`src/rtl/bwfpa_pkg.sv`:
```
// ----------------------------------------------------------------------------
// bwfpa_pkg
// shared codes and field widths of the best/worst fit page allocator
// ----------------------------------------------------------------------------
`default_nettype none

package bwfpa_pkg;

    // request kinds carried on the slave tuser
    localparam logic CMD_ADD  = 1'b0;
    localparam logic CMD_KILL = 1'b1;

    // placement policy
    localparam logic FIT_BEST  = 1'b0;
    localparam logic FIT_WORST = 1'b1;

    // result status codes
    localparam int W_STATUS = 3;
    localparam logic [W_STATUS-1:0] ST_OK       = 3'd0;
    localparam logic [W_STATUS-1:0] ST_PRESENT  = 3'd1;
    localparam logic [W_STATUS-1:0] ST_NOSPACE  = 3'd2;
    localparam logic [W_STATUS-1:0] ST_NOTFOUND = 3'd3;
    localparam logic [W_STATUS-1:0] ST_ZERO     = 3'd4;

    // field widths
    localparam int W_ID    = 8;
    localparam int W_KB    = 8;
    localparam int W_PAGES = 6;
    localparam int W_START = 5;
    localparam int W_FRAG  = 5;

    localparam int IN_TDATA_W  = 16;
    localparam int OUT_TDATA_W = 24;

endpackage

`default_nettype wire

```
`src/rtl/bwfpa_owner_ram.sv`:
```
// ----------------------------------------------------------------------------
// bwfpa_owner_ram
// page owner store, one write port and one read port with registered data
// ----------------------------------------------------------------------------
`default_nettype none

module bwfpa_owner_ram #(
    parameter int DEPTH = 32,
    parameter int WIDTH = 8,
    parameter int AW    = 5
) (
    input  wire logic             i_clk,
    input  wire logic             i_we,
    input  wire logic [AW-1:0]    i_waddr,
    input  wire logic [WIDTH-1:0] i_wdata,
    input  wire logic [AW-1:0]    i_raddr,
    output logic      [WIDTH-1:0] o_rdata
);

    logic [WIDTH-1:0] r_mem [DEPTH];
    logic [WIDTH-1:0] r_rdata;

    always_ff @(posedge i_clk) begin
        if (i_we) begin
            r_mem[i_waddr] <= i_wdata;
        end
        r_rdata <= r_mem[i_raddr];
    end

    assign o_rdata = r_rdata;

endmodule

`default_nettype wire

```
`src/rtl/best_worst_fit_page_allocator.sv`:
```
// ----------------------------------------------------------------------------
// best_worst_fit_page_allocator
// contiguous page allocator with best-fit / worst-fit placement
// ----------------------------------------------------------------------------
// a zero-size add goes from accept straight to the done state; other requests
// scan every page, drain, decide and, on a successful add, write its pages
// throughput: one request in flight; the next is accepted the cycle after the
// result register loads; the owner ram scan at one page a cycle sets the rate
// reset (synchronous, active low): all pages free, one free fragment, best fit
// owner ram holds no reset; entries are read only behind a set used bit
`default_nettype none

module best_worst_fit_page_allocator #(
    parameter int PAGES   = 32,
    parameter int PAGE_KB = 4
) (
    input  wire logic                             i_clk,
    input  wire logic                             i_rst_n,
    // config channel: fit mode bit
    input  wire logic                             i_cfg_valid,
    output logic                                  o_cfg_ready,
    input  wire logic                             i_cfg_data,
    // request stream
    input  wire logic                             i_s_axis_tvalid,
    output logic                                  o_s_axis_tready,
    // tdata: [7:0] prog_id, [15:8] size_kb
    input  wire logic [bwfpa_pkg::IN_TDATA_W-1:0] i_s_axis_tdata,
    // tuser: [0] cmd
    input  wire logic                             i_s_axis_tuser,
    // result stream
    output logic                                  o_m_axis_tvalid,
    input  wire logic                             i_m_axis_tready,
    // tdata: [2:0] status, [8:3] pages, [13:9] start_page,
    //        [18:14] free_fragments, [23:19] zero
    output logic [bwfpa_pkg::OUT_TDATA_W-1:0]     o_m_axis_tdata
);

    import bwfpa_pkg::*;

    // widths that follow from the map size
    localparam int AW  = (PAGES > 1) ? $clog2(PAGES) : 1;
    localparam int CW  = $clog2(PAGES + 1);
    localparam int EW  = CW + 1;
    localparam int FW  = $clog2(PAGES / 2 + 2);
    localparam int KW  = $clog2(PAGES * PAGE_KB + 1);
    localparam int AKW = $clog2((1 << W_KB) - 1 + PAGE_KB + 1);
    localparam int SW  = (KW > AKW) ? KW : AKW;

    localparam logic [AW-1:0] LAST_IDX = AW'(PAGES - 1);
    localparam logic [SW-1:0] PKB      = SW'(PAGE_KB);

    typedef enum logic [5:0] {
        S_IDLE   = 6'b000001,
        S_SCAN   = 6'b000010,
        S_DRAIN  = 6'b000100,
        S_DECIDE = 6'b001000,
        S_WRITE  = 6'b010000,
        S_DONE   = 6'b100000
    } t_state;

    t_state r_state, n_state;

    // request
    logic            r_cmd;
    logic [W_ID-1:0] r_id;
    logic [W_KB-1:0] r_kb;
    logic            r_mode;

    // map: used bit per page in flops, owner in ram
    logic [PAGES-1:0] r_used;
    logic [FW-1:0]    r_frag;

    // scan pipeline
    logic [AW-1:0] r_addr;
    logic          r_rvld;
    logic [AW-1:0] r_ridx;
    logic [W_ID-1:0] ram_rdata;

    // free run tracker
    logic [CW-1:0] r_run_len;
    logic [AW-1:0] r_run_start;
    logic [SW-1:0] r_run_kb;
    logic          r_found;
    logic [CW-1:0] r_best_len;
    logic [AW-1:0] r_best_start;

    // owner tracker
    logic          r_present;
    logic          r_contig;
    logic [AW-1:0] r_first;
    logic [CW-1:0] r_kcnt;

    // allocation write pass
    logic [AW-1:0] r_wptr;
    logic [SW-1:0] r_acc;
    logic [CW-1:0] r_wcnt;

    // result
    logic [W_STATUS-1:0] r_status;
    logic [CW-1:0]       r_pages;
    logic [AW-1:0]       r_start;
    logic                r_ovld;
    logic [OUT_TDATA_W-1:0] r_odata;

    logic in_beat;
    logic out_free;

    assign o_cfg_ready     = 1'b1;
    assign o_s_axis_tready = (r_state == S_IDLE);
    assign in_beat         = i_s_axis_tvalid && o_s_axis_tready;
    assign out_free        = !r_ovld || i_m_axis_tready;
    assign o_m_axis_tvalid = r_ovld;
    assign o_m_axis_tdata  = r_odata;

    // owner store
    bwfpa_owner_ram #(
        .DEPTH (PAGES),
        .WIDTH (W_ID),
        .AW    (AW)
    ) u_owner_ram (
        .i_clk   (i_clk),
        .i_we    (r_state == S_WRITE),
        .i_waddr (r_wptr),
        .i_wdata (r_id),
        .i_raddr (r_addr),
        .o_rdata (ram_rdata)
    );

    // ---- scan step on the page whose owner just came back from the ram ----
    logic          pg_free;
    logic          own_match;
    logic          cand_end;
    logic [CW-1:0] cand_len;
    logic [AW-1:0] cand_start;
    logic [SW-1:0] cand_kb;
    logic          cand_take;

    always_comb begin
        pg_free    = !r_used[r_ridx];
        own_match  = r_used[r_ridx] && (ram_rdata == r_id);
        // a run closes on a used page after free ones, or at the map end
        cand_end   = (pg_free && (r_ridx == LAST_IDX)) || (!pg_free && (r_run_len != '0));
        cand_len   = pg_free ? r_run_len + CW'(1) : r_run_len;
        cand_start = (pg_free && (r_run_len == '0)) ? r_ridx : r_run_start;
        cand_kb    = pg_free ? r_run_kb + PKB : r_run_kb;
        // ties keep the earlier run, so only strict improvement replaces
        cand_take  = cand_end && (cand_kb >= SW'(r_kb)) &&
                     (!r_found ||
                      ((r_mode == FIT_BEST)  && (cand_len < r_best_len)) ||
                      ((r_mode == FIT_WORST) && (cand_len > r_best_len)));
    end

    // ---- kill: freed range, neighbours and fragment update ----
    logic [EW-1:0]    kill_end;
    logic [PAGES-1:0] kill_mask;
    logic             left_free;
    logic             right_free;
    logic [FW-1:0]    kill_frag;

    always_comb begin
        kill_end = EW'(r_first) + EW'(r_kcnt);
        for (int p = 0; p < PAGES; p++) begin
            kill_mask[p] = (EW'(p) >= EW'(r_first)) && (EW'(p) < kill_end);
        end
        left_free  = (r_first != '0) && !r_used[r_first - AW'(1)];
        right_free = (kill_end < EW'(PAGES)) && !r_used[kill_end[AW-1:0]];
        // the freed run is new, and merges with each free neighbour
        kill_frag  = r_frag + FW'(1) - FW'(left_free) - FW'(right_free);
    end

    // ---- allocation write step ----
    logic [SW-1:0] acc_nx;
    logic [CW-1:0] wcnt_nx;
    logic          wr_last;

    always_comb begin
        acc_nx  = r_acc + PKB;
        wcnt_nx = r_wcnt + CW'(1);
        wr_last = (acc_nx >= SW'(r_kb));
    end

    // ---- sequencer ----
    always_comb begin
        n_state = r_state;
        case (r_state)
            S_IDLE: begin
                if (in_beat) begin
                    if ((i_s_axis_tuser == CMD_ADD) && (i_s_axis_tdata[15:8] == '0)) begin
                        n_state = S_DONE;
                    end else begin
                        n_state = S_SCAN;
                    end
                end
            end
            S_SCAN: begin
                if (r_addr == LAST_IDX) begin
                    n_state = S_DRAIN;
                end
            end
            S_DRAIN: begin
                n_state = S_DECIDE;
            end
            S_DECIDE: begin
                if ((r_cmd == CMD_ADD) && !r_present && r_found) begin
                    n_state = S_WRITE;
                end else begin
                    n_state = S_DONE;
                end
            end
            S_WRITE: begin
                if (wr_last) begin
                    n_state = S_DONE;
                end
            end
            S_DONE: begin
                if (out_free) begin
                    n_state = S_IDLE;
                end
            end
            default: begin
                n_state = S_IDLE;
            end
        endcase
    end

    // ---- control state ----
    always_ff @(posedge i_clk) begin
        if (!i_rst_n) begin
            r_state <= S_IDLE;
            r_mode  <= FIT_BEST;
            r_used  <= '0;
            r_frag  <= FW'(1);
            r_rvld  <= 1'b0;
            r_ovld  <= 1'b0;
        end else begin
            r_state <= n_state;
            if (i_cfg_valid) begin
                r_mode <= i_cfg_data;
            end
            r_rvld <= (r_state == S_SCAN);

            if ((r_state == S_DECIDE) && (r_cmd == CMD_KILL) && r_present) begin
                r_used <= r_used & ~kill_mask;
                r_frag <= kill_frag;
            end
            if (r_state == S_WRITE) begin
                r_used[r_wptr] <= 1'b1;
                // a run used up entirely disappears from the free list
                if (wr_last && (wcnt_nx == r_best_len)) begin
                    r_frag <= r_frag - FW'(1);
                end
            end

            if ((r_state == S_DONE) && out_free) begin
                r_ovld <= 1'b1;
            end else if (i_m_axis_tready) begin
                r_ovld <= 1'b0;
            end
        end
    end

    // ---- datapath ----
    always_ff @(posedge i_clk) begin
        case (r_state)
            S_IDLE: begin
                if (in_beat) begin
                    r_cmd       <= i_s_axis_tuser;
                    r_id        <= i_s_axis_tdata[7:0];
                    r_kb        <= i_s_axis_tdata[15:8];
                    r_addr      <= '0;
                    r_run_len   <= '0;
                    r_run_start <= '0;
                    r_run_kb    <= '0;
                    r_found     <= 1'b0;
                    r_best_len  <= '0;
                    r_best_start <= '0;
                    r_present   <= 1'b0;
                    r_contig    <= 1'b0;
                    r_first     <= '0;
                    r_kcnt      <= '0;
                    r_status    <= ST_ZERO;
                    r_pages     <= '0;
                    r_start     <= '0;
                end
            end
            S_SCAN: begin
                r_addr <= r_addr + AW'(1);
            end
            S_DECIDE: begin
                if (r_cmd == CMD_ADD) begin
                    if (r_present) begin
                        r_status <= ST_PRESENT;
                    end else if (!r_found) begin
                        r_status <= ST_NOSPACE;
                    end else begin
                        r_status <= ST_OK;
                        r_start  <= r_best_start;
                        r_wptr   <= r_best_start;
                        r_acc    <= '0;
                        r_wcnt   <= '0;
                    end
                end else begin
                    if (!r_present) begin
                        r_status <= ST_NOTFOUND;
                    end else begin
                        r_status <= ST_OK;
                        r_pages  <= r_kcnt;
                        r_start  <= r_first;
                    end
                end
            end
            S_WRITE: begin
                r_wptr <= r_wptr + AW'(1);
                r_acc  <= acc_nx;
                r_wcnt <= wcnt_nx;
                if (wr_last) begin
                    r_pages <= wcnt_nx;
                end
            end
            default: begin
            end
        endcase

        // scan results land in the cycle after their ram address
        if (r_rvld) begin
            if (pg_free) begin
                r_run_len   <= cand_len;
                r_run_start <= cand_start;
                r_run_kb    <= cand_kb;
            end else begin
                r_run_len <= '0;
                r_run_kb  <= '0;
            end
            if (cand_take) begin
                r_found      <= 1'b1;
                r_best_len   <= cand_len;
                r_best_start <= cand_start;
            end
            // owner pages form one contiguous run from the first match
            if (own_match && !r_present) begin
                r_present <= 1'b1;
                r_contig  <= 1'b1;
                r_first   <= r_ridx;
                r_kcnt    <= CW'(1);
            end else if (r_present && r_contig) begin
                if (own_match) begin
                    r_kcnt <= r_kcnt + CW'(1);
                end else begin
                    r_contig <= 1'b0;
                end
            end
        end
        r_ridx <= r_addr;

        // output register, loaded as the request retires
        if ((r_state == S_DONE) && out_free) begin
            r_odata <= {(OUT_TDATA_W - W_STATUS - W_PAGES - W_START - W_FRAG)'(0),
                        W_FRAG'(r_frag),
                        W_START'(r_start),
                        W_PAGES'(r_pages),
                        r_status};
        end
    end

    // ---- assertions ----
    // an allocation only ever writes pages that were free
    a_write_free: assert property (@(posedge i_clk) disable iff (!i_rst_n)
        (r_state == S_WRITE) |-> !r_used[r_wptr])
        else $error("allocation writes a used page");

    // no free fragment exactly when every page is used
    a_frag_full: assert property (@(posedge i_clk) disable iff (!i_rst_n)
        (r_frag == '0) == (&r_used))
        else $error("fragment count out of step with page map");

    // ram read data is only consumed inside the scan
    a_rvld_scan: assert property (@(posedge i_clk) disable iff (!i_rst_n)
        r_rvld |-> ((r_state == S_SCAN) || (r_state == S_DRAIN)))
        else $error("scan data outside scan window");

    // a successful kill always reclaims at least one page
    a_kill_pages: assert property (@(posedge i_clk) disable iff (!i_rst_n)
        ((r_state == S_DECIDE) && (r_cmd == CMD_KILL) && r_present) |=> (r_pages != '0))
        else $error("kill reclaimed no page");

endmodule

`default_nettype wire

```
`config.mk`:
```
export PLATFORM = sky130hd
export DESIGN_NAME = best_worst_fit_page_allocator
export DESIGN_NICKNAME = d
export VERILOG_FILES = /design/src/rtl/bwfpa_pkg.sv /design/src/rtl/bwfpa_owner_ram.sv /design/src/rtl/best_worst_fit_page_allocator.sv
export SDC_FILE = /design/constraint.sdc
export NUM_CORES = 1
export LEC_CHECK = 0
export BUFFER_PORTS_ARGS = -buffer_cell sky130_fd_sc_hd__buf_4
export CAP_MARGIN = 20
export CORE_ASPECT_RATIO = 0.5
export CORE_UTILIZATION = 55
export DETAILED_ROUTE_END_ITERATION = 10
export PLACE_DENSITY_LB_ADDON = 0.08
export SLEW_MARGIN = 20
export SYNTH_ARGS = -nofsm -noshare
export SYNTH_HDL_FRONTEND = slang
export SYNTH_SLANG_ARGS = --single-unit
```
`constraint.sdc`:
```
create_clock -name i_clk -period 8.2 [get_ports i_clk]
set_clock_uncertainty 0.05 [all_clocks]
set_input_delay 0.41 -clock i_clk [delete_from_list [all_inputs] [get_ports i_clk]]
set_output_delay 0.41 -clock i_clk [all_outputs]
set_load 0.02 [all_outputs]
```
Yosys cells after proc, flatten, opt, wreduce, memory -nomap -nowiden
Memory sizes are Yosys's and may differ from the RTL's. A register that Yosys moved wholly into a read port is not among the register bits.
Index checks and enable logic that the tools add are counted.
{"block": "totals", "elab_cells": 323, "latch_bits": 0, "ramBits": 256, "inputBits": 23, "rom_bits": 0, "out_inout_bits": 27, "memories": 1, "reg_bits": 171}
{"block": "classes", "n_mul": 0, "n_reduce_logical": 81, "bitwise_logic": 6, "eq_ne": 22, "n_shift": 0, "n_mux": 99, "order_cmp": 73, "addsub": 13, "div": 0}
{"memory": "u_owner_ram.r_mem", "depth": 32, "width": 8, "read_ports": 1, "rd_ports_with_merged_regs": 1, "wr": 1, "line_no": "bwfpa_owner_ram.sv:20", "text": "logic [WIDTH-1:0] r_mem [DEPTH];"}
{"op": "6-bit two-way mux", "count": 27}
{"op": "5-bit by 7-bit less-than comparator with 1-bit output, first input constant", "count": 16}
{"op": "5-bit two-way mux", "count": 22}
{"op": "32-bit two-way mux", "count": 3}
{"op": "5-bit greater-or-equal comparator, first input constant", "count": 15}
{"op": "9-bit two-way mux", "count": 8}
{"op": "4-bit by 7-bit less-than comparator with 1-bit output, first input constant", "count": 8}
{"op": "1-bit logical AND", "count": 52}
{"op": "4-bit by 5-bit greater-or-equal comparator with 1-bit output, first input constant", "count": 8}
{"op": "6-bit case mux with 6 select lines", "count": 1}
{"op": "32-bit bitwise AND", "count": 1}
{"op": "32-bit NOT", "count": 1}
{"op": "32-bit bitwise OR", "count": 1}
{"op": "5-bit case mux with 2 select lines", "count": 3}
{"op": "3-bit by 7-bit less-than comparator with 1-bit output, first input constant", "count": 4}
{"op": "5-bit by 6-bit less-than comparator with 1-bit output, second input constant", "count": 4}
{"op": "1-bit two-way mux", "count": 22}
{"op": "3-bit by 5-bit greater-or-equal comparator with 1-bit output, first input constant", "count": 4}
{"op": "6-bit by 1-bit adder with 6-bit output, second input constant", "count": 3}
{"op": "9-bit by 3-bit adder with 9-bit output, second input constant", "count": 2}
{"op": "9-bit by 8-bit greater-or-equal comparator with 1-bit output", "count": 2}
{"op": "6-bit case mux with 3 select lines", "count": 1}
{"op": "9-bit case mux with 2 select lines", "count": 1}
{"op": "2-bit != test, second input constant", "count": 8}
{"op": "41 further kinds", "count": 77}

Longest topological paths before layout
{"block": "logic_depth", "word_depth": 10, "mapped_depth": 22, "mapped_depth_nobuf": 20}

Modules after synthesis
From an unflattened synthesis, not the netlist that was laid out.
{"block": "unflattened", "hier_cells": 1327, "area_unflattened_um2": 19555.0}
{"mod": "bwfpa_owner_ram", "cells_per_inst": 417, "seq_area_each_um2": 7847.5, "area_per_inst_um2": 10053.4, "n_inst": 1}
{"mod": "best_worst_fit_page_allocator", "cells_per_inst": 910, "seq_area_each_um2": 4204.0, "area_per_inst_um2": 9501.6, "n_inst": 1}

Least setup slack after synthesis
Ideal clock, no wire load.
{"block": "synth_path", "path_kind": "reg-to-reg", "startpoint": "reg r_first[0]", "endpoint": "reg r_frag[2]", "setup_ps": 116, "n_path_buf": 0, "required_ps": 8034, "setup_slack_ps": 3666, "arrival_ps": 4369, "synth_period_minus_slack_ps": 4534, "path_stages_with_launch": 16, "cell_sequence": "dfxtp_1 ha_1 fa_1 xor2_1 mux4_2 mux4_2 a211oi_1 ha_1 ha_1 inv_1 ha_1 inv_1 fa_1 o21ai_0 nor3_1 and3b_1"}
{"block": "synth_between", "elab_chain_len": 10, "elab_cells_between_ends": 17, "classes_between": "add/sub (4); order compare (1); mux (7); reduce/logical (5)"}
{"element": "from (decl)", "line_no": "best_worst_fit_page_allocator.sv:90", "text": "logic [AW-1:0] r_first;"}
{"element": "from (signal assigned)", "line_no": "best_worst_fit_page_allocator.sv:343", "text": "r_first <= r_ridx;"}
{"element": "5-bit by 1-bit subtractor with 5-bit output", "line_no": "best_worst_fit_page_allocator.sv:165", "text": "left_free = (r_first != '0) && !r_used[r_first - AW'(1)];"}
{"element": "1-bit binary-select mux with 5-bit select", "line_no": "best_worst_fit_page_allocator.sv:165"}
{"element": "1-bit two-way mux (not written as such)", "line_no": "best_worst_fit_page_allocator.sv:165"}
{"element": "1-bit logical NOT", "line_no": "best_worst_fit_page_allocator.sv:165"}
{"element": "1-bit logical AND", "line_no": "best_worst_fit_page_allocator.sv:165"}
{"element": "5-bit by 1-bit subtractor with 5-bit output", "line_no": "best_worst_fit_page_allocator.sv:168", "text": "kill_frag = r_frag + FW'(1) - FW'(left_free) - FW'(right_free);"}
{"element": "5-bit by 1-bit subtractor with 5-bit output (*)", "line_no": "best_worst_fit_page_allocator.sv:168"}
{"element": "5-bit two-way mux (*)", "line_no": "best_worst_fit_page_allocator.sv:242", "text": "if ((r_state == S_DECIDE) && (r_cmd == CMD_KILL) && r_present) begin"}
{"element": "5-bit two-way mux", "line_no": "best_worst_fit_page_allocator.sv:249", "text": "if (wr_last && (wcnt_nx == r_best_len)) begin"}
{"element": "5-bit two-way mux (*)", "line_no": "best_worst_fit_page_allocator.sv:246", "text": "if (r_state == S_WRITE) begin"}
{"element": "to (signal assigned)", "line_no": "best_worst_fit_page_allocator.sv:244", "text": "r_frag <= kill_frag;"}
{"element": "to (signal assigned)", "line_no": "best_worst_fit_page_allocator.sv:250", "text": "r_frag <= r_frag - FW'(1);"}
{"element": "to (decl)", "line_no": "best_worst_fit_page_allocator.sv:71", "text": "logic [FW-1:0] r_frag;"}
Every way passes the cells marked *; elsewhere a longest branch is shown, timed or not. The select of a mux whose other input is x is not followed.
A chain may end at the register's enable or synchronous reset.

Worst setup path after layout
{"block": "layout_path", "startpoint": "reg r_ridx[1]", "endpoint": "reg r_best_len[1]"}
{"block": "layout_between", "elab_chain_len": 10, "elab_cells_between_ends": 20, "classes_between": "order compare (3); eq/ne (1); mux (6); reduce/logical (10)"}
{"element": "from (decl)", "line_no": "best_worst_fit_page_allocator.sv:76", "text": "logic [AW-1:0] r_ridx;"}
{"element": "from (signal assigned)", "line_no": "best_worst_fit_page_allocator.sv:353", "text": "r_ridx <= r_addr;"}
{"element": "1-bit binary-select mux with 5-bit select (*)", "line_no": "best_worst_fit_page_allocator.sv:139", "text": "pg_free = !r_used[r_ridx];"}
{"element": "1-bit two-way mux (not written as such) (*)", "line_no": "best_worst_fit_page_allocator.sv:139"}
{"element": "6-bit two-way mux (*)", "line_no": "best_worst_fit_page_allocator.sv:143", "text": "cand_len = pg_free ? r_run_len + CW'(1) : r_run_len;"}
{"element": "via cand_len[4]", "line_no": "best_worst_fit_page_allocator.sv:133", "text": "logic [CW-1:0] cand_len;"}
{"element": "6-bit less-than comparator", "line_no": "best_worst_fit_page_allocator.sv:149", "text": "((r_mode == FIT_BEST) && (cand_len < r_best_len)) ||"}
{"element": "1-bit logical AND", "line_no": "best_worst_fit_page_allocator.sv:149"}
{"element": "1-bit logical OR", "line_no": "best_worst_fit_page_allocator.sv:148", "text": "(!r_found ||"}
{"element": "1-bit logical OR (*)", "line_no": "best_worst_fit_page_allocator.sv:149"}
{"element": "1-bit logical AND (*)", "line_no": "best_worst_fit_page_allocator.sv:147", "text": "cand_take = cand_end && (cand_kb >= SW'(r_kb)) &&"}
{"element": "6-bit two-way mux (*)", "line_no": "best_worst_fit_page_allocator.sv:334", "text": "if (cand_take) begin"}
{"element": "6-bit two-way mux (*)", "line_no": "best_worst_fit_page_allocator.sv:325", "text": "if (r_rvld) begin"}
{"element": "to (signal assigned)", "line_no": "best_worst_fit_page_allocator.sv:336", "text": "r_best_len <= cand_len;"}
{"element": "to (decl)", "line_no": "best_worst_fit_page_allocator.sv:84", "text": "logic [CW-1:0] r_best_len;"}
The timed path passes the listed nets; every way through them passes the cells marked *. The select of a mux whose other input is x is not followed.

==> flow_metrics.py <==
metrics = {
    "status": {
        "outcome": "completed",
    },
    "route": {
        "wl_per_cell_um": 24.2,
        "antenna_left": 0,
        "dr.pass1.iters": 5,
        "dr.first_iter.drc_count": 1071,
        "vias_per_cell": 6.09,
        "drc": 0,
        "wl_um": 46200,
        "vias": 11600,
    },
    "cts": {
        "clk_pin_slew_ns": 0.06,
        "clock_path_buffers": 3,
        "post_cts_resized": 0,
        "cts_max_level": 2,
        "cts_sinks": 431,
        "cts_tree": "built",
        "post-cts-setup-buffer-count": 0,
        "cts_made_buffers": 39,
        "cts_root_buf": "clkbuf_16",
        "clk_latency_ns": 0.56,
    },
    "yosys": {
        "ys_top_cells_by_count": "342 x edfxtp_1, 100 x mux4_2, 99 x nand2_1, 99 x nor2_1, 89 x dfxtp_1",
        "synth_top_cell_by_area": "edfxtp_1",
        "ys_top_cells_by_area": "edfxtp_1 53%, mux4_2 12%, dfxtp_1 9.2%",
        "ys_types": 74,
        "synthDominantCellAreaShare": 0.530,
        "async_flop_share": 0,
        "syn_area_per_cell_um2": 14.5,
        "ys_warn_count": 0,
        "syn-cell-area_um2": 19400,
        "synth_most_common_cell": "edfxtp_1",
        "synth_edf_count": 342,
        "syn_inst": 1338,
        "yosysSeqAreaShare": 0.622,
        "ys_seq_elements": 431,
        "synth-main-ff-cell": "edfxtp_1",
    },
    "critical_path": {
        "path_cells": "mux4_2 -> o22a_1 -> a211oi_2 -> nand2b_1 -> nand4_1 -> xor2_1 -> inv_1 -> ha_1 -> a21oi_1 -> nand2_1 -> a211oi_1 -> mux2_2 -> a21oi_1 -> o211ai_2 -> mux2_1",
        "cp_num_buf_inv": 1,
        "start_kind": "register",
        "critPathKind": "reg -> reg",
        "crit_top_cell": "a21oi_1",
        "cp.required_ns": 8.58,
        "cp_max_fo": 23,
        "cp.arrival_ns": 5.95,
        "max_stage_delay_ns": 0.76,
        "setup.worst_path.end_class": "register",
        "crit_family": "compound AO/OA/AOI/OAI gates",
        "crit_slowest_cell": "nand2b_1",
    },
    "floorplan": {
        "coreArea_um2": 34600,
        "dieWidth_um": 267,
        "row_count": 48,
        "start_util": 0.560,
        "die_h_um": 135,
        "die-area_um2": 36000,
        "pin_count": 50,
    },
    "global_routing": {
        "antenna_found_initial": 0,
        "grt_pass1_wl_um": 69900,
        "grt_usage": 0.261,
        "grt_start_max_net_pins": 68,
        "grt_pass1_vias": 11600,
        "overflow": 0,
    },
    "placement": {
        "gp_congestion": 0.952,
        "port_buffers": 43,
        "dpl.hpwl_um": 30700,
    },
    "timing": {
        "min_period_ns": 5.56,
        "rsz0062_at_grt": "no",
        "setup_viol": 0,
        "slew_headroom": 0.230,
        "tns_ns": 0,
        "fmax_mhz": 180,
        "drv_slew": 0,
        "finalHoldViolCount": 0,
        "post-route-period-util": 0.678,
        "worst_pin_slew_ns": 1.15,
    },
    "power": {
        "leakagePower_nw": 7.42,
        "p_per_area_nw_per_um2": 221,
        "ir_worst_vdd_mv": 0.136,
    },
    "finish": {
        "nNetsFinal": 1477,
        "syn2layout_area_growth_pct": 11.7,
        "layout-drive-gt1-share": 0.187,
        "antenna_cells": 0,
        "fin_util": 0.626,
        "nFillCells": 2657,
    },
    "min_path": {
        "hold_class": "in -> reg",
    },
    "job": {
        "maxCapViolations": 0,
    },
}
[routing by layer]
layer | vias to the layer above | share of wire | global-route usage
li1 | 5229 | - | -
met1 | 5972 | 0.46 | 0.384
met2 | 331 | 0.47 | 0.409
met3 | 68 | 0.058 | 0.0452
met4 | 0 | 0.016 | 0.0603
met5 | - | 0 | 0
[what timing repair did]
action	CTS	global route
endpoints found under the hold margin	17	0
setup endpoints to repair	0	0
hold buffers	17	0
[cell usage in the layout, fill, tap and decap left out, types with 15 or more instances in the layout]
cell type        n
edfxtp_1       342
mux4_2         100
nand2_1         99
nor2_1          92
dfxtp_1         89
buf_4           67
o21ai_0         50
ha_1            50
inv_1           47
clkbuf_16       39
mux2i_1         35
a21oi_1         35
xnor2_1         28
xor2_1          22
nand3_1         20
o21a_1          20
nor3_1          19
dlygate4sd3_1   17
mux2_2          16
nor2b_1         15
[state kept, by name, indices dropped and copies added, names as in the netlist, 6 cells and up]
| register | count |
|---|---|
| r_best_len | 6 |
| r_used | 32 |
| r_pages | 6 |
| r_wcnt | 6 |
| r_run_kb | 7 |
| r_kb | 8 |
| r_kcnt | 6 |
| r_acc | 7 |
| r_run_len | 6 |
| r_state | 6 |
| r_id | 8 |
| u_owner_ram.r_mem | 256 |
| o_m_axis_tdata | 19 |
| u_owner_ram.o_rdata | 8 |
[stage by stage]
stage / setup slack [ns] / total power (W) / area, um2 / std cells / hold slack [ns]
2_1_floorplan: 3.67 / 0.00289 / 19400 / 1342 / 0.296
3_3_place_gp: 2.75 / 0.00302 / 20200 / 1814 / 0.356
3_5_place_dp: 2.65 / 0.00304 / 20200 / 1815 / 0.356
4_1_cts: 2.63 / 0.00481 / 21600 / 1902 / 0.0579
5_1_grt: 2.22 / 0.00493 / 21600 / 1906 / 0.0606
6_report: 2.64 / 0.00478 / 21600 / 1906 / 0.0766
[cell families (layout without fill, tap and decap cells)]
group | Yosys count | count (layout) | share of synthesized area
DFF | 431 | 431 | 0.622
and+or+nand+nor | 339 | 339 | 0.0842
other | 2 | 6 | 0.000388
adders and majority gates | 52 | 52 | 0.0343
xor gates and xnor gates | 52 | 52 | 0.0246
buffers and inverters | 117 | 206 | 0.0256
AOI/OAI and AO/OA | 193 | 193 | 0.0649
muxes | 152 | 152 | 0.144
[worst min-delay path, stage by stage]
cell	delay (ns)
buf_4	0.07
mux2i_1	0.05
nor2b_1	0.10
[worst paths after layout]
kind | start | to | slack (ns) | cells after the start
min reg2reg | r_pages[0]$_SDFFCE_PN0P_ | o_m_axis_tdata[3]$_DFFE_PP_ | 0.37 | 0
max reg2reg | r_ridx[1]$_DFF_P_ | r_best_len[1]$_DFF_P_ | 2.64 | 15
max | r_ridx[1]$_DFF_P_ | r_best_len[1]$_DFF_P_ | 2.64 | 15
min | i_cfg_data | r_mode$_SDFFE_PN0P_ | 0.08 | 3
[power by group]
| part | internal, W | switching [W] |
|---|---|---|
| registers | 0.00244 | 0.0000534 |
| clock network | 0.000974 | 0.000807 |
| logic | 0.000231 | 0.000276 |
[area by class of cell]
cell class	instances	area (um2)	share of cell area
flip-flops and latches	431	12100	0.557
multi-input cells	794	6870	0.317
clock buffers	55	1060	0.0488
repair buffers	87	721	0.0333
well taps	475	594	0.0275
inverters	49	184	0.00850
clock inverters	15	168	0.00775
Power figures use the tool's default switching activity.
